`src/design/tpdm_pkg.sv`:
```
// Package for the phrase-dictionary marker.
// Holds the opcode codes and the command/status structs between controller
// and datapath. No dependencies.
package tpdm_pkg;

  typedef enum logic [1:0] {
    OP_KEY   = 2'd0,
    OP_TEXT  = 2'd1,
    OP_END   = 2'd2,
    OP_CLEAR = 2'd3
  } opcode_t;

  typedef struct packed {
    logic accept;      // take the input word (key load, clear, push, end of text)
    logic key_first;   // restart the key scan at key zero
    logic key_next;    // advance to the next key
    logic tok_first;   // restart the token compare of the current key
    logic tok_next;    // advance to the next token of the current key
    logic tok_hit;     // close the compare, mark the start position on a match
    logic pop;         // emit the oldest window position
  } tpdm_cmd_t;

  typedef struct packed {
    logic has_keys;
    logic len_skip;
    logic key_last;
    logic tok_last;
    logic pop_needed;
    logic flush_needed;
    logic out_free;
  } tpdm_status_t;

endpackage

```
`src/design/tpdm_ctrl.sv`:
```
// Controller state machine of the phrase-dictionary marker.
// Depends on tpdm_pkg; drives tpdm_dp through command/status structs.
module tpdm_ctrl import tpdm_pkg::*; (
  input  logic         clk,
  input  logic         rst,
  input  logic         in_valid,
  input  logic [1:0]   opcode,
  output logic         in_ready,
  input  tpdm_status_t status,
  output tpdm_cmd_t    cmd
);

  typedef enum logic [6:0] {
    S_IDLE    = 7'b0000001,
    S_LEN_RD  = 7'b0000010,
    S_LEN_CHK = 7'b0000100,
    S_TOK_RD  = 7'b0001000,
    S_TOK_CHK = 7'b0010000,
    S_POP     = 7'b0100000,
    S_FLUSH   = 7'b1000000
  } state_t;

  state_t state, state_next;

  always_ff @(posedge clk) begin
    if (rst) begin
      state <= S_IDLE;
    end else begin
      state <= state_next;
    end
  end

  always_comb begin
    state_next = state;
    cmd        = '0;
    in_ready   = 1'b0;
    case (state)
      S_IDLE: begin
        in_ready = 1'b1;
        if (in_valid) begin
          cmd.accept = 1'b1;
          case (opcode_t'(opcode))
            OP_TEXT: begin
              cmd.key_first = 1'b1;
              state_next = status.has_keys ? S_LEN_RD : S_POP;
            end
            OP_END:  state_next = S_FLUSH;
            default: state_next = S_IDLE;
          endcase
        end
      end
      S_LEN_RD: state_next = S_LEN_CHK;
      S_LEN_CHK: begin
        if (status.len_skip) begin
          if (status.key_last) begin
            state_next = S_POP;
          end else begin
            cmd.key_next = 1'b1;
            state_next = S_LEN_RD;
          end
        end else begin
          cmd.tok_first = 1'b1;
          state_next = S_TOK_RD;
        end
      end
      S_TOK_RD: state_next = S_TOK_CHK;
      S_TOK_CHK: begin
        if (status.tok_last) begin
          cmd.tok_hit = 1'b1;
          if (status.key_last) begin
            state_next = S_POP;
          end else begin
            cmd.key_next = 1'b1;
            state_next = S_LEN_RD;
          end
        end else begin
          cmd.tok_next = 1'b1;
          state_next = S_TOK_RD;
        end
      end
      S_POP: begin
        if (status.pop_needed) begin
          cmd.pop = status.out_free;
        end else begin
          state_next = S_IDLE;
        end
      end
      S_FLUSH: begin
        if (status.flush_needed) begin
          cmd.pop = status.out_free;
        end else begin
          state_next = S_IDLE;
        end
      end
      default: state_next = S_IDLE;
    endcase
  end

  // a key step and a pop never share a cycle
  assert property (@(posedge clk) disable iff (rst)
    cmd.pop |-> !(cmd.tok_hit || cmd.key_next || cmd.accept))
    else $error("pop overlaps match work");
  // compare always follows a registered read
  assert property (@(posedge clk) disable iff (rst)
    state == S_TOK_CHK |-> $past(state) == S_TOK_RD)
    else $error("compare without read");
  // no word taken outside idle
  assert property (@(posedge clk) disable iff (rst)
    cmd.accept |-> state == S_IDLE && in_valid)
    else $error("accept outside idle");

endmodule

```
`config.mk`:
```
export PLATFORM = sky130hd
export DESIGN_NAME = tpdm_ctrl
export DESIGN_NICKNAME = d
export VERILOG_FILES = /design/src/design/tpdm_pkg.sv /design/src/design/tpdm_ctrl.sv
export SDC_FILE = /design/constraint.sdc
export NUM_CORES = 1
export LEC_CHECK = 0
export BUFFER_PORTS_ARGS = -buffer_cell sky130_fd_sc_hd__buf_2
export CAP_MARGIN = 20
export CORE_MARGIN = 8
export CORE_UTILIZATION = 35
export DETAILED_ROUTE_END_ITERATION = 8
export GPL_TIMING_DRIVEN = 0
export PLACE_DENSITY = 0.72
export SLEW_MARGIN = 15
export SYNTH_ARGS = -nofsm -noshare
export SYNTH_HDL_FRONTEND = slang
export SYNTH_SLANG_ARGS = --single-unit
```
`constraint.sdc`:
```
create_clock -name clk -period 4.85 [get_ports clk]
set_clock_uncertainty 0.2 [all_clocks]
set_input_delay 0.97 -clock clk [delete_from_list [all_inputs] [get_ports clk]]
set_output_delay 0.97 -clock clk [all_outputs]
set_load 0.01 [all_outputs]
```
======== Word-level counts from Yosys, hierarchy flattened ========
Cells that the tools add are included.
Widths: inputs -> output; s select.
storage, ports and cells
  bits in registers ....................... 7
  output and inout bits ................... 8
operators by class
  eq/ne operators ......................... 12
  reductions and logical operators ........ 1
  muxes and demuxes ....................... 25
operators by type and width
  kind                number
  $pmux 7 s7          1
  $mux 6              4
  $mux 7              3
  $pmux 7 s2          1
  $mux 1              11
  $eq 7x1->1 const B  1
  $eq 7x2->1 const B  1
  $eq 7x3->1 const B  1
  $eq 7x4->1 const B  1
  $eq 7x5->1 const B  1
  $eq 7x6->1 const B  1
  $eq 7x7->1 const B  1
  $mux 2              3
  $ne 2x2->1 const B  3
  $pmux 1 s2          2
  $reduce_and 3->1    1
  $eq 2x1->1 const B  1
  $eq 2x2->1 const B  1

======== Logic depth before layout (Yosys ltp) ========
  word-level depth ........................ 4
  mapped depth ............................ 6
  gate-level depth less buffers ........... 6

======== Worst setup path before layout ========
No wires, ideal clock.
  path kind ............................... input -> output
  from .................................... in status[5] (netlist bit)
  to ...................................... out cmd[4] (netlist bit)
  arrival time ............................ 1521 ps
  data required time ...................... 3680 ps
  stages .................................. 2
  slack ................................... 2159 ps
  cell sequence ........................... nand3b_1 a2111oi_4
RTL lines
  item             RTL line         source
  start, declared  tpdm_ctrl.sv:9   input tpdm_status_t status,
  end, declared    tpdm_ctrl.sv:10  output tpdm_cmd_t cmd

==> impl_metrics.json <==
{
  "largest_registers": "state (7)",
  "vias": 578,
  "required_ns": 3.68,
  "place_area_um2": 653,
  "fin_area_um2": 679,
  "r2r_start": "state[2]$_SDFFE_PP0P_",
  "synth_area_leaders": "dfxtp_1 (26%), nand3b_1 (8.4%), a2111oi_4 (5.1%)",
  "grt_use_total_pct": 8.38,
  "yosysTopAreaCell": "dfxtp_1",
  "portBuffers": 19,
  "coreArea_um2": 1470,
  "cp-end-kind": "primary output",
  "cts_root_buf": "clkbuf_4",
  "maxSlewViolCount": 0,
  "cp.arrival_ns": 1.78,
  "relSlewSlack_pct": 80.0,
  "async_flop_share_pct": 0,
  "remaining_drc_errors": 0,
  "syn_inst": 65,
  "seq_area_frac_synth_pct": 26.0,
  "wl_per_cell_um": 13.1,
  "rows": 14,
  "hold_viol_final": 0,
  "io_pins": 20,
  "yosys_warnings": 0,
  "die_w_um": 55.2,
  "initial_core_util_pct": 36.6,
  "grt_max_degree": 11,
  "avgViaCountPerCell": 5.56,
  "htreeDepth": 1,
  "maxCapViolations": 0,
  "layout.nets": 103,
  "cts_tree": "built",
  "critPathLaunchType": "flip-flop",
  "synth.most_common_cell": "dfxtp_1",
  "startpoint": "state[2]$_SDFFE_PP0P_",
  "wl_um": 1360,
  "final.fill_count": 162,
  "antenna_found_initial": 0,
  "fmax_ghz": 0.339,
  "min_period_ns": 2.95,
  "post-route-period-util_pct": 60.9,
  "p_per_area_nw_per_um2": 218,
  "criticalPathCategory": "flip-flop to primary output",
  "postCtsHoldBufs": 0,
  "ys.flop_type": "dfxtp_1",
  "outcome": "finished, final reports clean",
  "cts_setup_buffers": 0,
  "numCtsBuffers": 3,
  "overflow": 0,
  "final.setup.tns_ns": 0,
  "holdCritStartpoint": "state[1]$_SDFFE_PP0P_",
  "hpwl_um": 1060,
  "place_congestion": 0.806,
  "netlist_area_um2": 538,
  "die_height_um": 55.2,
  "synth_nets": 79,
  "setup_violations": 0,
  "netlist-cell-type-count": 30,
  "hold_path_class": "flip-flop to flip-flop",
  "drive_above_1_share_pct": 34.1,
  "p_leak_nw": 0.299,
  "clk_pin_slew_ns": 0.05,
  "rsz0062_at_grt": "no",
  "grt_pass1_wl_um": 2200,
  "multi_input_area_um2": 359,
  "tightest_slew_ns": 0.298,
  "ys_ff_latch": 7,
  "ys_top_cells_by_count": "dfxtp_1 (7), nand3b_1 (6), nor2_1 (6)",
  "n_antenna_cell": 0,
  "syn_to_final_growth_pct": 26.3,
  "largest_reg_flops": 7,
  "crit_fanout": 10,
  "largest_register": "state",
  "clockBufferDepth": 2,
  "cts_resized": 0,
  "holdWs_ns": 0.358,
  "final_antenna_net_count": 0,
  "netlist.area_leader.share_pct": 26.0,
  "grt_pass1_vias": 539,
  "clk_latency_ns": 0.25,
  "die_area_um2": 3050,
  "synth_edf_count": 0,
  "first_iter_violations": 15,
  "drtPass1Iterations": 4,
  "seqCellArea_um2": 140,
  "ir_worst_vdd_v": 0.000105,
  "postSynthAreaPerCell_um2": 8.28,
  "cts_sinks": 7
}
[area by class of cell]
type / count / area share (%)
timing repair buffer: 19 / 14.0
tap: 16 / 2.95
inverter: 4 / 2.21
buffer: 5 / 3.50
sequential: 7 / 20.6
multi-input combinational: 49 / 52.9
clock buffer: 4 / 3.87
[logic make-up after synthesis]
| logic type | count (synthesis) | synth area share [%] |
|---|---|---|
| AOI/OAI and AO/OA | 14 | 22.8 |
| xor gates and xnor gates | 1 | 1.63 |
| adders and majority gates | 2 | 4.65 |
| buffers and inverters | 9 | 7.21 |
| DFF | 7 | 26.0 |
| and+or+nand+nor | 32 | 37.7 |
[routing by layer]
layer / vias up / wire, um / track usage, %
met4: 0 / 36 / 6.34
met2: 20 / 608 / 11.9
li1: 291 / - / -
met3: 5 / 65 / 2.74
met1: 262 / 652 / 10.1
met5: - / 0 / 0
[path summary, 6_finish.rpt]
check	cells past startpoint	end	slack (ns)
worst max-delay path	6	cmd[5]	1.90
worst min-delay path	2	state[2]$_SDFFE_PP0P_	0.36
worst max register to register	6	state[5]$_SDFFE_PP0P_	3.05
worst min register to register	2	state[2]$_SDFFE_PP0P_	0.36
[where the power goes]
group,internal [mW],switching (mW),total (mW)
sequential,0.0593,0.00246,0.0617
clock,0.0315,0.0227,0.0542
combinational,0.0153,0.0172,0.0325
total,0.106,0.0424,0.148
[worst max-delay path: stages (launching register included)]
cell and delay, ns:
dfxtp_1 0.29, buf_2 0.17, nor4_4 0.35, and3_1 0.20
clkbuf_1 0.21, and3_1 0.19, buf_2 0.13
[cells in the final DEF (no fill, tap or decap), types with 2 or more instances in the layout]
master	Yosys	layout
nor3_1	2	2
nand2_1	2	2
nor2_1	6	6
buf_2	4	23
and2_1	2	2
dfxtp_1	7	7
nand3b_1	6	6
clkbuf_1	1	2
clkbuf_4	0	3
and3_1	2	2
inv_1	4	4
nor4_1	4	4
a21oi_1	3	3
a31oi_1	2	2
ha_1	2	2
nand2b_1	3	3
[through the flow]
step / total power, mW / std cells / setup slack, ns / util, %
finish: 0.148 / 104 / 1.90 / 46.2
global route: 0.155 / 104 / 1.79 / 46.2
CTS: 0.150 / 104 / 1.89 / 46.2
detailed placement: 0.0951 / 100 / 1.89 / 44.4
global placement: 0.0946 / 100 / 1.91 / 44.4
floorplan: 0.0822 / 65 / 2.16 / -
Power figures use the tool's default switching activity.
